## src/rtl/pip_pkg.sv

```systemverilog
// ----------------------------------------------------------------------------
// pip_pkg : shared types and constants of the point-in-polygon core
// Coordinate widths, action codes, queue sizing and the word that the front
// end hands to the back end through the queue.
// ----------------------------------------------------------------------------
package pip_pkg;

  // Coordinate width; differences carry one more bit, products twice that.
  localparam int COORD_WIDTH = 32;
  localparam int DIFF_W      = COORD_WIDTH + 1;
  localparam int PROD_W      = 2 * DIFF_W;

  // Exterior rings with fewer vertices than this never report inside.
  localparam int MIN_EXTERIOR = 3;
  localparam int CNT_W        = $clog2(MIN_EXTERIOR + 1);

  // Stream widths.
  localparam int IN_TDATA_W  = ((2 * COORD_WIDTH + 7) / 8) * 8;
  localparam int IN_TUSER_W  = 3;
  localparam int OUT_TDATA_W = 8;

  // Queue between front and back end.
  localparam int QDEPTH = 2;
  localparam int QPTR_W = $clog2(QDEPTH);
  localparam int QCNT_W = $clog2(QDEPTH + 1);

  // Action codes carried in the input tuser.
  localparam logic [1:0] ACT_QUERY    = 2'd0;
  localparam logic [1:0] ACT_EXTERIOR = 2'd1;
  localparam logic [1:0] ACT_HOLE     = 2'd2;

  typedef enum logic {
    OP_CLEAR,
    OP_VERTEX
  } op_t;

  // One edge test, reduced to the four differences of the cross-multiplied
  // comparison plus the side test and the sign of dy.
  typedef struct packed {
    logic                     hit;
    logic                     dy_neg;
    logic signed [DIFF_W-1:0] ax;
    logic signed [DIFF_W-1:0] dy;
    logic signed [DIFF_W-1:0] dx;
    logic signed [DIFF_W-1:0] by;
  } edge_t;

  typedef struct packed {
    op_t   op;
    logic  hole;
    logic  close;
    logic  emit;
    logic  enough;
    edge_t e0;
    edge_t e1;
  } entry_t;

endpackage

```

## src/rtl/pip_front.sv

```systemverilog
// ----------------------------------------------------------------------------
// pip_front : input word classification and edge set-up
// Holds the query point and ring bookkeeping, and turns each accepted vertex
// into its edge tests (the edge to the previous vertex and, at a ring
// end, the closing edge) for the back end.
// ----------------------------------------------------------------------------
module pip_front (
  input  logic                          clk,
  input  logic                          rst_n,
  input  logic                          accept,
  input  logic [pip_pkg::IN_TDATA_W-1:0] tdata,
  input  logic [pip_pkg::IN_TUSER_W-1:0] tuser,
  input  logic                          tlast,
  output logic                          push,
  output pip_pkg::entry_t               entry
);

  localparam int CW = pip_pkg::COORD_WIDTH;
  localparam int DW = pip_pkg::DIFF_W;

  logic signed [CW-1:0] query_x_r, query_y_r;
  logic signed [CW-1:0] first_x_r, first_y_r;
  logic signed [CW-1:0] prev_x_r, prev_y_r;
  logic                 ring_started_r;
  logic [pip_pkg::CNT_W-1:0] ext_cnt_r, ext_cnt_nxt;

  logic signed [CW-1:0] cur_x, cur_y, first_x, first_y;
  logic [1:0]           action;
  logic                 ring_last, is_vertex, is_query, hole, close;

  function automatic pip_pkg::edge_t make_edge(
    input logic signed [CW-1:0] ix, input logic signed [CW-1:0] iy,
    input logic signed [CW-1:0] jx, input logic signed [CW-1:0] jy,
    input logic signed [CW-1:0] qx, input logic signed [CW-1:0] qy);
    pip_pkg::edge_t e;
    e.hit    = (iy > qy) != (jy > qy);
    e.dy     = DW'(jy) - DW'(iy);
    e.dy_neg = e.dy[DW-1];
    e.ax     = DW'(qx) - DW'(ix);
    e.dx     = DW'(jx) - DW'(ix);
    e.by     = DW'(qy) - DW'(iy);
    return e;
  endfunction

  assign cur_x     = tdata[CW-1:0];
  assign cur_y     = tdata[2*CW-1:CW];
  assign action    = tuser[1:0];
  assign ring_last = tuser[2];
  assign is_query  = (action == pip_pkg::ACT_QUERY);
  assign is_vertex = action inside {pip_pkg::ACT_EXTERIOR, pip_pkg::ACT_HOLE};
  assign hole      = (action == pip_pkg::ACT_HOLE);
  assign close     = ring_last | tlast;

  // A ring that starts on this word closes back to this very vertex.
  assign first_x = ring_started_r ? first_x_r : cur_x;
  assign first_y = ring_started_r ? first_y_r : cur_y;

  always_comb begin
    ext_cnt_nxt = ext_cnt_r;
    if (!hole && (ext_cnt_r < pip_pkg::CNT_W'(pip_pkg::MIN_EXTERIOR))) begin
      ext_cnt_nxt = ext_cnt_r + 1'b1;
    end
  end

  always_comb begin
    entry        = '0;
    entry.op     = is_query ? pip_pkg::OP_CLEAR : pip_pkg::OP_VERTEX;
    entry.hole   = hole;
    entry.close  = close;
    entry.emit   = tlast & is_vertex;
    entry.enough = (ext_cnt_nxt == pip_pkg::CNT_W'(pip_pkg::MIN_EXTERIOR));
    entry.e0     = make_edge(cur_x, cur_y, prev_x_r, prev_y_r, query_x_r, query_y_r);
    entry.e0.hit = entry.e0.hit & ring_started_r;
    entry.e1     = make_edge(first_x, first_y, cur_x, cur_y, query_x_r, query_y_r);
    entry.e1.hit = entry.e1.hit & close;
  end

  // The unused selector code is dropped here and never reaches the queue.
  assign push = accept & (is_query | is_vertex);

  always_ff @(posedge clk) begin
    if (!rst_n) begin
      query_x_r      <= '0;
      query_y_r      <= '0;
      first_x_r      <= '0;
      first_y_r      <= '0;
      prev_x_r       <= '0;
      prev_y_r       <= '0;
      ring_started_r <= 1'b0;
      ext_cnt_r      <= '0;
    end else if (accept) begin
      case (action)
        pip_pkg::ACT_QUERY: begin
          query_x_r      <= cur_x;
          query_y_r      <= cur_y;
          ring_started_r <= 1'b0;
          ext_cnt_r      <= '0;
        end
        pip_pkg::ACT_EXTERIOR, pip_pkg::ACT_HOLE: begin
          ext_cnt_r      <= ext_cnt_nxt;
          first_x_r      <= first_x;
          first_y_r      <= first_y;
          prev_x_r       <= cur_x;
          prev_y_r       <= cur_y;
          ring_started_r <= !close;
        end
        default: begin
        end
      endcase
    end
  end

endmodule

```

## config.mk

```make
export PLATFORM = sky130hd
export DESIGN_NAME = pip_front
export DESIGN_NICKNAME = d
export VERILOG_FILES = /design/src/rtl/pip_pkg.sv /design/src/rtl/pip_front.sv
export SDC_FILE = /design/constraint.sdc
export NUM_CORES = 1
export LEC_CHECK = 0
export ABC_AREA = 1
export BUFFER_PORTS_ARGS = -buffer_cell sky130_fd_sc_hd__buf_2
export CAP_MARGIN = 25
export CORE_UTILIZATION = 30
export DETAILED_ROUTE_END_ITERATION = 12
export GPL_ROUTABILITY_DRIVEN = 0
export GPL_TIMING_DRIVEN = 0
export PLACE_DENSITY = 0.47
export REMOVE_ABC_BUFFERS = 1
export SYNTH_ARGS = -nofsm -noshare
export SYNTH_HDL_FRONTEND = slang
export SYNTH_SLANG_ARGS = --single-unit
```

## constraint.sdc

```tcl
create_clock -name clk -period 3.6 [get_ports clk]
set_input_delay 0 -clock clk [delete_from_list [all_inputs] [get_ports clk]]
set_output_delay 0 -clock clk [all_outputs]
set_load 0.005 [all_outputs]
```

==> summary.md <==
| Metric | Value |
|---|---|
| Final WL | 96.5 mm |
| FP Rows | 101 |
| Clock slew at reported path FFs | 0.10 ns |
| Clk root buf | clkbuf_16 |
| Reg area | 3910 um2 |
| Total power | 9.25 mW |
| Yosys reg bits | 195 |
| CP Launch Point | ring_started_r |
| Final Cell Area | 27900 um2 |
| Top FF cell, synth | dfxtp_1 |
| Crit-path max cell delay | 0.42 ns |
| Final setup fails | 0 |
| Crit-path max FO | 12 |
| CP max stage cell | ha_2 |
| Die footprint | 77800 um2 |
| Worst min path class | in -> reg |
| Post-Synthesis Cells | 3621 |
| Post-Syn Area | 23000 um2 |
| Crit path capture type | output pin |
| Hold wc startpoint | tdata[15] |
| Worst vdd ir | 0.000391 V |
| Critical path buffers and inverters | 5 |
| Area of the multi-input gates | 17600 um2 |
| Leading area contributor after synthesis | dfxtp_1 |
| Syn avg cell area | 6.36 um2 |
| Post-route minimum period | 3.47 ns |
| Routed wire length per instance | 19.1 um |
| DR pass1 iterations | 5 |
| Worst EP required | 3.60 ns |
| RSZ-0062 raised after global routing | yes |
| Actual slew at the worst max-slew pin | 0.851 ns |
| Setup crit start kind | flip-flop |
| TritonCTS clock tree | built |
| TritonCTS buffer count | 17 |
| Layout area overhead | 21.1% |
| Global route overflow | 0 |
| Via count | 25600 |
| Top Family by Delay on Critical Path | simple AND/OR/NAND/NOR gates |
| Fmax | 288 MHz |
| Worst hold endpoint | query_x_r[15] |
| Initial DRC count | 1381 |
| Layout Nets | 4378 |
| Starting Density | 30.3% |
| CTS HTree Levels | 4 |
| LEAKAGE | 13.5 nW |
| Largest net degree at the start of global routing | 134 |
| Vias in the first global route | 24600 |
| Clk sinks | 195 |
| Max-slew violation count | 0 |
| Fill cell count | 8446 |
| Sequential-to-total area share from yosys stat | 17.0% |
| I/O pins | 345 |
| Worst skew pair latency | 0.52 ns |
| Synth warn | 0 |
| Share of the clock period used by the worst path | 96.4% |
| Vias/cell | 5.06 |
| Final ANT Viol Nets | 0 |
| Post-synth cell types | 41 |
| Kind of critical path | reg -> out |
| R2R setup slack | 1.92 ns |
| Initial antenna violation count | 0 |
| Die Height | 279 um |
| Fin. Hold Viols | 0 |
| Hold path depth | 3 |
| Layout cells sized above 1 | 14.7% |
| Placed cell area | 25800 um2 |
| CP cell instances | buf_4 -> buf_6 -> nor2_1 -> a21oi_2 -> ha_2 -> nand2_1 -> nor2_1 -> inv_1 -> nor2_1 -> inv_1 -> o211ai_1 -> xor2_2 -> buf_2 |
| Util after Layout | 36.7% |
| Dominant cell by count in the synthesized netlist | nand2_1 |
| Power Dens Cells | 332 nW/um2 |
| Synth cell count leaders | 649 x nand2_1, 573 x a21oi_1, 419 x inv_1 |
| Arr. time, crit path | 3.47 ns |
| Synth top area share | 17.0% |
| Core box area | 75900 um2 |
| R2R depth | 6 |
| Remaining DRCs | 0 |
| RR Startpoint | ring_started_r |
| Most frequent cell on the critical path | nor2_1 |
| EDFF count, synth | 0 |
| Synth area leaders | dfxtp_1 17%, ha_1 16%, a21oi_1 12% |
| DP HPWL | 79.4 mm |
| Outcome | complete, no violations |
| Input/output buffers | 344 |
| GRT Overall Usage | 23.9% |
| Clock skew | 0.0196 ns |
| Die X | 279 um |
| Reg2reg end | ring_started_r |
| Clock Tree Buf Depth | 2 |
| MaxCap Viol Count | 0 |
| Synth async-reset ratio | 0% |
| Slew HR | 43.3% |
| Global-route wire length before repair | 142 mm |
per-layer routing:
layer | share of wire, % | wire [um] | track usage [%] | up-vias
met4 | 3.3 | 3150 | 7.90 | 0
met3 | 4.0 | 3830 | 2.41 | 110
met1 | 43 | 41900 | 29.7 | 11800
li1 | - | - | - | 13100
met5 | 0 | 0 | 0 | -
met2 | 49 | 47600 | 42.8 | 623
flip-flops by register name (all words and copies together) (netlist names):
name and count:
ext_cnt_r 2, prev_y_r 32, query_x_r 32, ring_started_r 1
query_y_r 32, first_y_r 32, first_x_r 32, prev_x_r 32
power breakdown:
group	total (mW)	switching, mW	leakage [nW]	internal (mW)
sequential	2.44	0.127	1.61	2.32
combinational	4.71	2.97	11.6	1.74
clock	2.10	1.11	0.301	0.992
repair_timing:
item | 4_1_cts | 5_1_grt
gates resized for setup | 22 | 74
setup buffers | 4 | 13
hold endpoints to repair | 147 | 0
setup endpoints to repair | 83 | 66
pin swaps | 4 | 11
cloned | 0 | 5
hold buffers | 74 | 0
worst max path at each step:
stage                 endpoint  slack, ns  cells past startpoint
finish               entry[91]       0.13                     13
global route         entry[64]      -0.03                     15
CTS                  entry[55]      -0.01                     14
detailed placement   entry[55]      -0.04                     13
global placement     entry[87]      -3.20                     12
floorplan           entry[124]      -0.69                     14
final cells by class:
class | count | share of cell area (%)
antenna | 1 | 0.00898
clock buffer | 19 | 1.67
tap | 1030 | 4.62
clock inverter | 13 | 0.539
inverter | 420 | 5.68
multi-input combinational | 2927 | 63.3
timing repair buffer | 444 | 10.2
sequential | 195 | 14.0
cells in the final DEF (no fill, tap or decap), types with 49 or more instances in the layout:
cell type	netlist	layout
nand2_2	46	50
a21oi_1	573	538
nor2_1	397	396
buf_2	7	343
xor2_1	143	132
xnor2_1	60	55
ha_1	294	289
inv_1	419	417
dfxtp_1	195	194
nand3_1	105	105
nand2_1	649	645
a21oi_2	15	49
o21ai_0	317	312
dlygate4sd3_1	0	74
logic make-up after synthesis:
kind of cell,synth area share [%]
buffers and inverters,8.27
adder cells (fa/ha/maj),16.7
AO/OA/AOI/OAI,26.9
multiplexers,0.0489
XOR/XNOR,7.79
AND/OR/NAND/NOR,23.4
flip-flops,17.0
metrics by stage:
stage / TNS, ns / cells / setup WS (ns) / hold WS (ns)
after floorplan: -111.34 / 3542 / -0.694 / 0.0742
after global placement: -713.28 / 4916 / -3.20 / 0.265
after detailed placement: -0.136 / 4920 / -0.0447 / 0.262
after CTS: -0.0146 / 5030 / -0.0146 / 0.0279
after global routing: -0.134 / 5048 / -0.0331 / 0.0452
final: 0 / 5049 / 0.131 / 0.0794
tightest hold or removal path, stage by stage:
cell	delay, ns
buf_2	0.13
inv_1	0.22
a21oi_1	0.19
(Power assumes the default switching activity.)
