## config.mk

```make
export PLATFORM = sky130hd
export DESIGN_NAME = pip_queue
export DESIGN_NICKNAME = d
export VERILOG_FILES = /design/src/rtl/pip_pkg.sv /design/src/rtl/pip_queue.sv
export SDC_FILE = /design/constraint.sdc
export NUM_CORES = 1
export LEC_CHECK = 0
export BUFFER_PORTS_ARGS = -buffer_cell sky130_fd_sc_hd__buf_4
export CORE_MARGIN = 2
export CORE_UTILIZATION = 45
export DETAILED_ROUTE_END_ITERATION = 10
export PLACE_DENSITY = 0.7
export SYNTH_ARGS = -nofsm -noshare
export SYNTH_HDL_FRONTEND = slang
export SYNTH_SLANG_ARGS = --single-unit
```

## constraint.sdc

```tcl
create_clock -name clk -period 17.1 [get_ports clk]
set_input_delay 4.275 -clock clk [delete_from_list [all_inputs] [get_ports clk]]
set_output_delay 4.275 -clock clk [all_outputs]
set_load 0.1 [all_outputs]
```

## src/rtl/pip_pkg.sv

```systemverilog
// ----------------------------------------------------------------------------
// pip_pkg : shared types and constants of the point-in-polygon core
// Coordinate widths, action codes, queue sizing and the word that the front
// end hands to the back end through the queue.
// ----------------------------------------------------------------------------
package pip_pkg;

  // Coordinate width; differences carry one more bit, products twice that.
  localparam int COORD_WIDTH = 32;
  localparam int DIFF_W      = COORD_WIDTH + 1;
  localparam int PROD_W      = 2 * DIFF_W;

  // Exterior rings with fewer vertices than this never report inside.
  localparam int MIN_EXTERIOR = 3;
  localparam int CNT_W        = $clog2(MIN_EXTERIOR + 1);

  // Stream widths.
  localparam int IN_TDATA_W  = ((2 * COORD_WIDTH + 7) / 8) * 8;
  localparam int IN_TUSER_W  = 3;
  localparam int OUT_TDATA_W = 8;

  // Queue between front and back end.
  localparam int QDEPTH = 2;
  localparam int QPTR_W = $clog2(QDEPTH);
  localparam int QCNT_W = $clog2(QDEPTH + 1);

  // Action codes carried in the input tuser.
  localparam logic [1:0] ACT_QUERY    = 2'd0;
  localparam logic [1:0] ACT_EXTERIOR = 2'd1;
  localparam logic [1:0] ACT_HOLE     = 2'd2;

  typedef enum logic {
    OP_CLEAR,
    OP_VERTEX
  } op_t;

  // One edge test, reduced to the four differences of the cross-multiplied
  // comparison plus the side test and the sign of dy.
  typedef struct packed {
    logic                     hit;
    logic                     dy_neg;
    logic signed [DIFF_W-1:0] ax;
    logic signed [DIFF_W-1:0] dy;
    logic signed [DIFF_W-1:0] dx;
    logic signed [DIFF_W-1:0] by;
  } edge_t;

  typedef struct packed {
    op_t   op;
    logic  hole;
    logic  close;
    logic  emit;
    logic  enough;
    edge_t e0;
    edge_t e1;
  } entry_t;

endpackage

```

## src/rtl/pip_queue.sv

```systemverilog
// ----------------------------------------------------------------------------
// pip_queue : short first-in first-out queue between front and back end
// Register-based, depth from the package; full and empty come straight from
// a registered occupancy count.
// ----------------------------------------------------------------------------
module pip_queue (
  input  logic            clk,
  input  logic            rst_n,
  input  logic            push,
  input  pip_pkg::entry_t push_data,
  output logic            full,
  input  logic            pop,
  output logic            not_empty,
  output pip_pkg::entry_t pop_data
);

  pip_pkg::entry_t              mem_r [pip_pkg::QDEPTH];
  logic [pip_pkg::QPTR_W-1:0]   wr_ptr_r, rd_ptr_r;
  logic [pip_pkg::QCNT_W-1:0]   count_r, count_nxt;
  logic                         do_push, do_pop;

  assign full      = (count_r == pip_pkg::QCNT_W'(pip_pkg::QDEPTH));
  assign not_empty = (count_r != '0);
  assign do_push   = push & !full;
  assign do_pop    = pop & not_empty;
  assign pop_data  = mem_r[rd_ptr_r];

  always_comb begin
    count_nxt = count_r;
    case ({do_push, do_pop})
      2'b10:   count_nxt = count_r + 1'b1;
      2'b01:   count_nxt = count_r - 1'b1;
      default: count_nxt = count_r;
    endcase
  end

  always_ff @(posedge clk) begin
    if (!rst_n) begin
      wr_ptr_r <= '0;
      rd_ptr_r <= '0;
      count_r  <= '0;
    end else begin
      count_r <= count_nxt;
      if (do_push) begin
        wr_ptr_r <= (wr_ptr_r == pip_pkg::QPTR_W'(pip_pkg::QDEPTH - 1)) ? '0 : wr_ptr_r + 1'b1;
      end
      if (do_pop) begin
        rd_ptr_r <= (rd_ptr_r == pip_pkg::QPTR_W'(pip_pkg::QDEPTH - 1)) ? '0 : rd_ptr_r + 1'b1;
      end
    end
  end

  always_ff @(posedge clk) begin
    if (do_push) begin
      mem_r[wr_ptr_r] <= push_data;
    end
  end

  // Occupancy never passes the depth.
  a_count_bound: assert property (@(posedge clk) disable iff (!rst_n)
    count_r <= pip_pkg::QCNT_W'(pip_pkg::QDEPTH))
    else $error("queue occupancy beyond depth");

  // Without a pop, a full queue must stay full.
  a_full_hold: assert property (@(posedge clk) disable iff (!rst_n)
    (full && !pop) |=> full)
    else $error("queue lost its full state without a pop");

endmodule

```

==> impl_metrics.tcl, run 1 <==
set metrics [dict create \
    place.gp.congestion 0.9430 \
    cpLargestDelayFamily "buffers and inverters" \
    core-area_mm2 0.04336 \
    worstHoldStart "wr_ptr_r$_SDFFE_PN0P_" \
    grt_usage 0.1981 \
    synth_compound_area_frac 0.001638 \
    portBuffers 551 \
    period_share 0.4768 \
    clkTransAtPathRegs_ns 0.06 \
    area_growth_pct 33.09 \
    postPlaceCellArea_mm2 0.02466 \
    tritoncts "done" \
    ios 552 \
    netlist_instances 875 \
    synth_fa_ha_area_frac 0.0006300 \
    criticalPathCategory "flop to primary output" \
    row_count 76 \
    antenna_found_initial 4 \
    ys_async_sr_fraction 0 \
    viasPerCell 5.002 \
    fmax_ghz 0.1226 \
    avgSynthCellArea_um2 22.70 \
    setup_viol 0 \
    grt_pass1_wl_mm 67.75 \
    avgRoutedWirePerCell_um 22.30 \
    ant_nets 0 \
    cp.required_ns 12.82 \
    regToRegStartpoint "count_r[0]$_SDFFE_PN0P_" \
    cp.buffers_inverters 3 \
    first_pass_iters 5 \
    synthSimpleGateAreaFrac 0.002835 \
    synth_edf_count 546 \
    yosysUniqueCellTypes 18 \
    multi_input_area_mm2 0.003207 \
    dieWidth_um 214.1 \
    cts_sinks 551 \
    n_fill_cell 3142 \
    clockRootBuffer "clkbuf_16" \
    synth_area_mm2 0.01986 \
    grt_pass1_vias 10848 \
    worst_pin_slew_ns 1.109 \
    critical_path_peak_fanout 76 \
    seq_area_mm2 0.01650 \
    die_y_um 214.1 \
    stdcell_count 2092 \
    post-synth-top-count-cell "edfxtp_1" \
    hold_ws_ns 0.5162 \
    htreeDepth 2 \
    vias 10464 \
    placedCellCount 1988 \
    grt_max_degree 151 \
    synth_top_family_by_area "multiplexers" \
    fin_setup_tns_ns 0 \
    cp-end-kind "primary output" \
    final-hold-violation-count 0 \
    critPathSlowestCell "buf_4" \
    first_iter_violations 846 \
    period_needed_ns 8.153 \
    ys.flop_type "edfxtp_1" \
    r2r_setup_slack_ns 13.15 \
    cp_common_cell "buf_4" \
    dp_hpwl_mm 32.37 \
    muxShareOfSynthArea 0.1548 \
    synth_top_area_cell "edfxtp_1" \
    worstPathCellList "buf_4 -> buf_4 -> mux2_2 -> buf_4" \
    ys_ff_latch 551 \
    tritoncts.num_buffers 56 \
    dieArea_mm2 0.04583 \
    fin_area_mm2 0.02643 \
    max_stage_delay_ns 0.85 \
    run_status "complete, no violations" \
    rsz0062_at_grt "no" \
    yosys_warnings 0 \
    ys_seq_area_frac 0.8306 \
    layout-drive-gt1-share 0.6090 \
    cp-start-kind "flop" \
    ctsResizeCount 0 \
    postCtsSetupRepairBufs 0 \
    synthTopCellsByCount "edfxtp_1 (546), mux2_2 (273), buf_2 (30), dfxtp_1 (5), xnor2_1 (3)" \
    maxCapViolations 0 \
    netlist.area_leader.share 0.8256 \
    finalMaxSlewViolations 0 \
    fin_worst_skew_ns 0.01441 \
    ctsHoldBuffers 0 \
    synth_xor_xnor_area_share 0.001323 \
    cp.arrival_ns 3.88 \
    fin_nets 1739 \
    drt_wl_total_mm 46.64 \
    clkLatencyLatePin_ns 0.59 \
    clk_path_buf_depth 3 \
    syn_nets 1153 \
    grt-ovfl-total 0 \
    synthTopCellsByArea "edfxtp_1 (83%), mux2_2 (15%), buf_2 (0.76%), dfxtp_1 (0.50%), xnor2_1 (0.13%)" \
    start_util 0.4580 \
    slew_headroom 0.2606 \
    hold_class "flop to flop" \
    drc 0 \
]
flip-flops by register name, summed over array words and instances, names as in the netlist, named ones only:
name and count:
count_r 2, mem_r 546, rd_ptr_r 1, wr_ptr_r 1
worst reg2reg max path: stages (launching register included):
cell      delay (ns)
dfxtp_1         0.42
nand2b_2        0.18
inv_2           0.04
or3_1           0.41
inv_8           0.61
buf_4           0.95
buf_4           0.90
layout make-up:
cell class                      instances  share of cell area
Tap cell                              585             0.02769
Antenna cell                            3           0.0002840
Clock buffer                           69             0.05567
Timing Repair Buffer                  558              0.1590
Multi-Input combinational cell        291              0.1213
Clock inverter                         32             0.01108
Sequential cell                       551              0.6243
Inverter                                3           0.0007101
cell families after synthesis:
| kind of cell | Yosys count |
|---|---|
| compound gates | 5 |
| xor+xnor | 3 |
| fa+ha+maj | 1 |
| buf+inv | 33 |
| flops | 551 |
| mux | 273 |
| simple gates | 9 |
per-layer routing:
metal,up-vias,share of wire,GRT usage
met4,2,0.024,0.06829
met5,-,0.00032,0
met1,5204,0.38,0.2361
li1,4688,-,-
met2,499,0.50,0.3347
met3,71,0.10,0.07035
cells in the final DEF (no fill, tap or decap):
cell	count
dfxtp_4	1
clkinv_2	11
inv_8	1
inv_6	3
dfxtp_1	4
inv_1	1
clkinvlp_4	2
edfxtp_1	546
a21boi_1	2
or2_2	1
nand2_1	1
or3_1	2
ha_1	1
clkinv_4	1
inv_2	1
buf_12	1
buf_4	557
o21a_1	1
mux2_2	273
nand2b_2	1
bufinv_16	5
o21ai_0	2
and3_4	1
xnor2_1	3
clkbuf_16	57
diode_2	3
clkinv_1	10
nor2b_1	2
and2_1	1
clkbuf_1	12
through the flow:
step                      setup WS, ns    util
after floorplan                  5.890       -
after global placement           9.202  0.5687
after detailed placement         9.211  0.5687
after CTS                        8.891  0.6094
after global routing             8.717  0.6095
final                            8.947  0.6095
final timing paths:
| check | endpoint | depth (start not counted) |
|---|---|---|
| worst min-delay path | wr_ptr_r$_SDFFE_PN0P_ | 2 |
| worst min register to register | wr_ptr_r$_SDFFE_PN0P_ | 2 |
| worst max register to register | mem_r[0][91]$_DFFE_PP_ | 6 |
| worst max-delay path | pop_data[43] | 4 |
Power of run 1 is left out: the tool's default activity adds up to more than one toggle a clock period on the data nets, which glitch-free logic cannot reach.
==> run 2, diff against run 1 <==
--- a/config.mk
+++ b/config.mk
@@ -9,7 +9,7 @@
 export CORE_MARGIN = 2
 export CORE_UTILIZATION = 45
 export DETAILED_ROUTE_END_ITERATION = 10
-export PLACE_DENSITY = 0.7
+export PLACE_DENSITY = 0.73
 export SYNTH_ARGS = -nofsm -noshare
 export SYNTH_HDL_FRONTEND = slang
 export SYNTH_SLANG_ARGS = --single-unit
==> constraint.sdc (replaced) <==
create_clock -name clk -period 7.2 [get_ports clk]
set_input_delay 1.8 -clock clk [delete_from_list [all_inputs] [get_ports clk]]
set_output_delay 1.8 -clock clk [all_outputs]
set_load 0.1 [all_outputs]
==> run 2 against run 1 <==
Worst setup slack lost 5.9 ns; non-clock buffer count shrank 1; largest cell class unchanged; highest routed layer unchanged; register-to-register slack lost 8.3 ns; worst hold slack lost 0.029 ns; via count shrank 1.4%; cell area grew 0.29%; sequential cell count is the same; die area is the same.
==> impl_metrics.tcl, run 2 (same netlist as run 1, synthesis figures left out) <==
set metrics [dict create \
    portBuffers 551 \
    maxCapViolations 0 \
    regToRegStartpoint "count_r[0]$_SDFFE_PN0P_" \
    tritoncts.num_buffers 53 \
    dieArea_mm2 0.04583 \
    worstHoldStart "wr_ptr_r$_SDFFE_PN0P_" \
    clkTransAtPathRegs_ns 0.06 \
    dieWidth_um 214.1 \
    grt_pass1_wl_mm 65.37 \
    fin_worst_skew_ns 0.01609 \
    layout_common_cells "buf_4 (551), edfxtp_1 (546), mux2_2 (273)" \
    cp.required_ns 5.40 \
    vias 10320 \
    fin_nets 1735 \
    cp-start-kind "flop" \
    tritoncts "done" \
    viasPerCell 4.954 \
    clockRootBuffer "clkbuf_16" \
    max_stage_delay_ns 0.52 \
    antenna_cells 0 \
    ant_nets 0 \
    core-area_mm2 0.04336 \
    grt-ovfl-total 0 \
    fin_setup_tns_ns 0 \
    critical_path_peak_fanout 145 \
    worst_pin_slew_ns 1.012 \
    die_y_um 214.1 \
    grt_max_degree 162 \
    row_count 76 \
    final-hold-violation-count 0 \
    cp.buffers_inverters 2 \
    place.gp.congestion 0.8052 \
    ios 552 \
    htreeDepth 2 \
    ctsResizeCount 0 \
    ctsHoldBuffers 0 \
    cpLargestDelayFamily "buffers and inverters" \
    cts_sinks 551 \
    regMostFlops "mem_r" \
    worstPathCellList "buf_12 -> mux2_2 -> buf_4" \
    grt_usage 0.1884 \
    cp.arrival_ns 2.35 \
    avgRoutedWirePerCell_um 21.13 \
    grt_pass1_vias 11004 \
    area_growth_pct 33.47 \
    postCtsSetupRepairBufs 0 \
    hold_path_depth 2 \
    first_iter_violations 616 \
    crit_cells 3 \
    finalMaxSlewViolations 0 \
    largest_register_ffs 546 \
    hold_class "flop to flop" \
    period_needed_ns 4.152 \
    cp-end-kind "primary output" \
    layout-drive-gt1-share 0.6068 \
    first_pass_iters 4 \
    antenna_found_initial 2 \
    dp_hpwl_mm 29.69 \
    drc 0 \
    grt_busiest_layer "met2" \
    grt.met3_usage 0.08270 \
    top_regs "mem_r x546, count_r x2" \
    critPathSlowestCell "buf_12" \
    criticalPathCategory "flop to primary output" \
    layout_commonest_cell "buf_4" \
    drt_wl_total_mm 44.02 \
    run_status "complete, no violations" \
    slew_headroom 0.3255 \
    rr_worst_depth 5 \
    period_share 0.5767 \
    clk_path_buf_depth 3 \
    grt_use_met2 0.3242 \
    clkLatencyLatePin_ns 0.57 \
    start_util 0.4580 \
    fmax_ghz 0.2408 \
    rsz0062_at_grt "no" \
    setup_viol 0 \
    gr-usage-met1 0.2054 \
]
-- run 2: cell count changes in the layout (fill, tap and decap cells not counted) --
cell / before / now
bufinv_16: 5 / 11
diode_2: 3 / 0
inv_8: 1 / 0
inv_6: 3 / 0
clkinv_2: 11 / 6
clkinvlp_4: 2 / 3
buf_12: 1 / 6
clkinv_1: 10 / 20
buf_4: 557 / 551
clkbuf_16: 57 / 53
clkbuf_1: 12 / 3
-- run 2: worst paths after layout --
kind	to	slack, ns
max	pop_data[33]	3.05
min	wr_ptr_r$_SDFFE_PN0P_	0.49
max reg2reg	mem_r[0][71]$_DFFE_PP_	4.86
min reg2reg	wr_ptr_r$_SDFFE_PN0P_	0.49
-- run 2: area by class of cell --
| cell class | instances | area (um^2) |
|---|---|---|
| multi-input combinational | 291 | 3207 |
| fill | 3165 | 16850 |
| inverter | 3 | 15.01 |
| tap | 585 | 732.0 |
| clock inverter | 40 | 459.2 |
| timing repair buffer | 557 | 4257 |
| sequential | 551 | 16500 |
| clock buffer | 56 | 1338 |
-- run 2: layer usage --
metal	vias up	part of all wire
met1	5152	0.35
met4	4	0.031
li1	4661	-
met3	73	0.11
met5	-	0.00068
met2	430	0.51
-- run 2: worst reg2reg max path, delay by kind of cell (launching register included) --
kind	cells	cell delay, ns
simple gates	2	0.54
flops	1	0.41
buf+inv	3	0.73
-- run 2: metrics by stage --
step                        util  setup slack, ns  area (um^2)  std cells  hold slack (ns)
final                     0.6113            3.048        26510       2083           0.4870
after global routing      0.6113            2.943        26510       2083           0.5282
after CTS                 0.6113            3.046        26510       2083           0.4925
after detailed placement  0.5699            3.574        24710       1987           0.4839
after global placement    0.5699            3.560        24710       1987           0.4817
after floorplan                -           0.7429        19860        875           0.4567
Power of run 2 is left out for the same reason.
==> run 3, diff against run 2 <==
--- a/config.mk
+++ b/config.mk
@@ -5,11 +5,12 @@
 export SDC_FILE = /design/constraint.sdc
 export NUM_CORES = 1
 export LEC_CHECK = 0
+export ABC_AREA = 1
 export BUFFER_PORTS_ARGS = -buffer_cell sky130_fd_sc_hd__buf_4
 export CORE_MARGIN = 2
 export CORE_UTILIZATION = 45
 export DETAILED_ROUTE_END_ITERATION = 10
-export PLACE_DENSITY = 0.73
+export PLACE_DENSITY = 0.7
 export SYNTH_ARGS = -nofsm -noshare
 export SYNTH_HDL_FRONTEND = slang
 export SYNTH_SLANG_ARGS = --single-unit
==> constraint.sdc (replaced) <==
create_clock -name clk -period 3.85 [get_ports clk]
set_input_delay 0.9625 -clock clk [delete_from_list [all_inputs] [get_ports clk]]
set_output_delay 0.9625 -clock clk [all_outputs]
set_load 0.1 [all_outputs]
==> run 3 against run 2 <==
Global-route usage is 0.24 points lower; clock skew is 0.0083 ns lower; clock-buffer cell count is 17 higher; worst setup slack worse by 2.3 ns; register-to-register slack worse by 2.9 ns; final cell count is 1.4% higher; synthesized area is 1.3% higher; first-iteration DRC count is 18% higher; non-clock buffer count is 4 higher; die area is 1.3% higher.
==> impl_metrics.tcl, run 3 <==
set metrics [dict create \
    synth_edf_count 546 \
    dieWidth_um 215.4 \
    fin_nets 1753 \
    power_frac_seq 0.375 \
    maxCapViolations 0 \
    netSwitchingFraction 0.4092 \
    ys.flop_type "edfxtp_1" \
    hold_path_depth 2 \
    setup_viol 0 \
    clkTransAtPathRegs_ns 0.06 \
    viasPerCell 4.909 \
    avgRoutedWirePerCell_um 20.85 \
    criticalPathCategory "flop to primary output" \
    grt.met3_usage 0.06963 \
    clk_path_buf_depth 3 \
    avgSynthCellArea_um2 22.68 \
    yosysUniqueCellTypes 14 \
    slew_headroom 0.5268 \
    dp_hpwl_mm 29.78 \
    period_needed_ns 3.138 \
    layout_common_cells "buf_4 (552), edfxtp_1 (546), mux2_2 (273)" \
    fmax_ghz 0.3186 \
    start_util 0.4558 \
    regMostFlops "mem_r" \
    ir_worst_vdd_uv 582.5 \
    synth_area_mm2 0.02011 \
    core-area_mm2 0.04412 \
    worstHoldStart "rd_ptr_r$_SDFFE_PN0P_" \
    synthTopCellsByArea "edfxtp_1 (82%), mux2_2 (15%), clkbuf_8 (1.7%), dfxtp_1 (0.50%), buf_6 (0.28%)" \
    r2r_setup_slack_ns 1.93 \
    final-hold-violation-count 0 \
    layout_commonest_cell "buf_4" \
    place.gp.congestion 0.7936 \
    hold_class "flop to flop" \
    p_switching_uw 8163 \
    final_util 0.6000 \
    fin_ws_ns 0.7116 \
    first_pass_iters 6 \
    tritoncts.num_buffers 55 \
    stdcell_count 2112 \
    clockRootBuffer "clkbuf_16" \
    placedCellCount 2010 \
    synth_top_area_cell "edfxtp_1" \
    power.internal_uw 11790 \
    portBuffers 551 \
    cp.arrival_ns 2.18 \
    ys_async_sr_fraction 0 \
    ant_nets 0 \
    layout-drive-gt1-share 0.6037 \
    leakagePower_uw 0.009764 \
    regToRegStartpoint "count_r[0]$_SDFFE_PN0P_" \
    p_comb_frac 0.381 \
    cp-end-kind "primary output" \
    first_iter_violations 729 \
    htreeDepth 2 \
    grt_use_met2 0.3152 \
    fin_worst_skew_ns 0.007772 \
    grt_pass1_vias 11015 \
    netlist.area_leader.share 0.8152 \
    timing.rr.end "mem_r[0][3]$_DFFE_PP_" \
    rsz0062_at_grt "no" \
    dieArea_mm2 0.04640 \
    grt_busiest_layer "met2" \
    largest_register_ffs 546 \
    netlist_instances 887 \
    grt_pass1_wl_mm 65.27 \
    grt_usage 0.1859 \
    drc 0 \
    tritoncts "done" \
    run_status "complete, no violations" \
    syn_nets 1165 \
    antenna_found_initial 2 \
    period_share 0.8152 \
    critical_path_peak_fanout 104 \
    n_fill_cell 3322 \
    postPlaceCellArea_mm2 0.02482 \
    yosys_warnings 0 \
    worst_pin_slew_ns 0.7098 \
    p_clk_frac 0.244 \
    die_y_um 215.4 \
    fin_area_mm2 0.02647 \
    drt_wl_total_mm 44.04 \
    postCtsSetupRepairBufs 0 \
    ys_ff_latch 551 \
    ys_seq_area_frac 0.8202 \
    fin_setup_tns_ns 0 \
    cp.required_ns 2.89 \
    whs_endpoint "rd_ptr_r$_SDFFE_PN0P_" \
    clkLatencyLatePin_ns 0.57 \
    grt-ovfl-total 0 \
    cp-start-kind "flop" \
    ios 552 \
    row_count 77 \
    gr-usage-met1 0.2137 \
    grt_max_degree 109 \
    synthTopCellsByCount "edfxtp_1 (546), mux2_2 (273), clkbuf_8 (25), nor2_1 (12), nand2_1 (8)" \
    place_ws_ns 1.327 \
    ctsHoldBuffers 0 \
    finalMaxSlewViolations 0 \
    top_regs "mem_r x546, count_r x2" \
    ctsResizeCount 0 \
    cts_sinks 551 \
    rr_worst_depth 5 \
    area_growth_pct 31.63 \
    vias 10367 \
    post-synth-top-count-cell "edfxtp_1" \
    power.density_mw_per_mm2 753.6 \
]
run 3: cell count changes after synthesis, sizes merged, moves of 3 or more:
cell    delta
nand2      +7
inv        +4
xnor2      -3
buf       -25
nor2      +12
clkbuf    +25
run 3: final cells by class:
cell class | count | area, um^2 | area share
Clock buffer | 73 | 1486 | 0.05615
Multi-Input combinational cell | 299 | 3216 | 0.1215
Sequential cell | 551 | 16500 | 0.6233
Antenna cell | 1 | 2.502 | 0.00009452
Clock inverter | 28 | 161.4 | 0.006097
Inverter | 7 | 42.54 | 0.001607
Timing Repair Buffer | 561 | 4324 | 0.1633
Tap cell | 592 | 740.7 | 0.02798
run 3: cell families after synthesis:
group                    count (synthesis)  synth area share
multiplexers                           273            0.1528
flip-flops                             551            0.8202
buffers and inverters                   37           0.02121
adder cells (fa/ha/maj)                  1         0.0006220
AND/OR/NAND/NOR                         22          0.004292
AO/OA/AOI/OAI                            3         0.0008706
run 3: worst max-delay path by stage:
stage / from / endpoint / slack (ns) / cells after the start
floorplan: push / mem_r[1][0]$_DFFE_PP_ / -1.76 / 4
global placement: push / mem_r[0][184]$_DFFE_PP_ / 1.33 / 6
detailed placement: push / mem_r[0][135]$_DFFE_PP_ / 1.33 / 6
CTS: flop / pop_data[73] / 0.69 / 3
global route: flop / pop_data[73] / 0.66 / 3
finish: flop / pop_data[73] / 0.71 / 3
run 3: power by group through the flow:
stage                     clock network [uW]  logic, uW  registers (uW)
after floorplan                            0       6200            7650
after global placement                     0       7620            7570
after detailed placement                   0       7630            7610
after CTS                               5010       7660            7490
after global routing                    5240       7810            7530
final                                   4880       7600            7480
run 3: through the flow:
step	hold WS (ns)	total power, uW
after floorplan	0.4513	13850
after global placement	0.4736	15190
after detailed placement	0.5083	15250
after CTS	0.5104	20150
after global routing	0.5293	20570
final	0.5012	19950
run 3: worst max-delay path: stages (launching register included):
cell     delay, ns
dfxtp_4       0.39
buf_12        0.39
mux2_2        0.43
buf_4         0.24
run 3: routing by layer:
metal | up-vias | part of all wire
met3 | 86 | 0.096
met2 | 404 | 0.51
met5 | - | 0.00023
met1 | 5167 | 0.36
met4 | 2 | 0.032
li1 | 4708 | -
No activity file was read; power rests on OpenSTA's default activity.
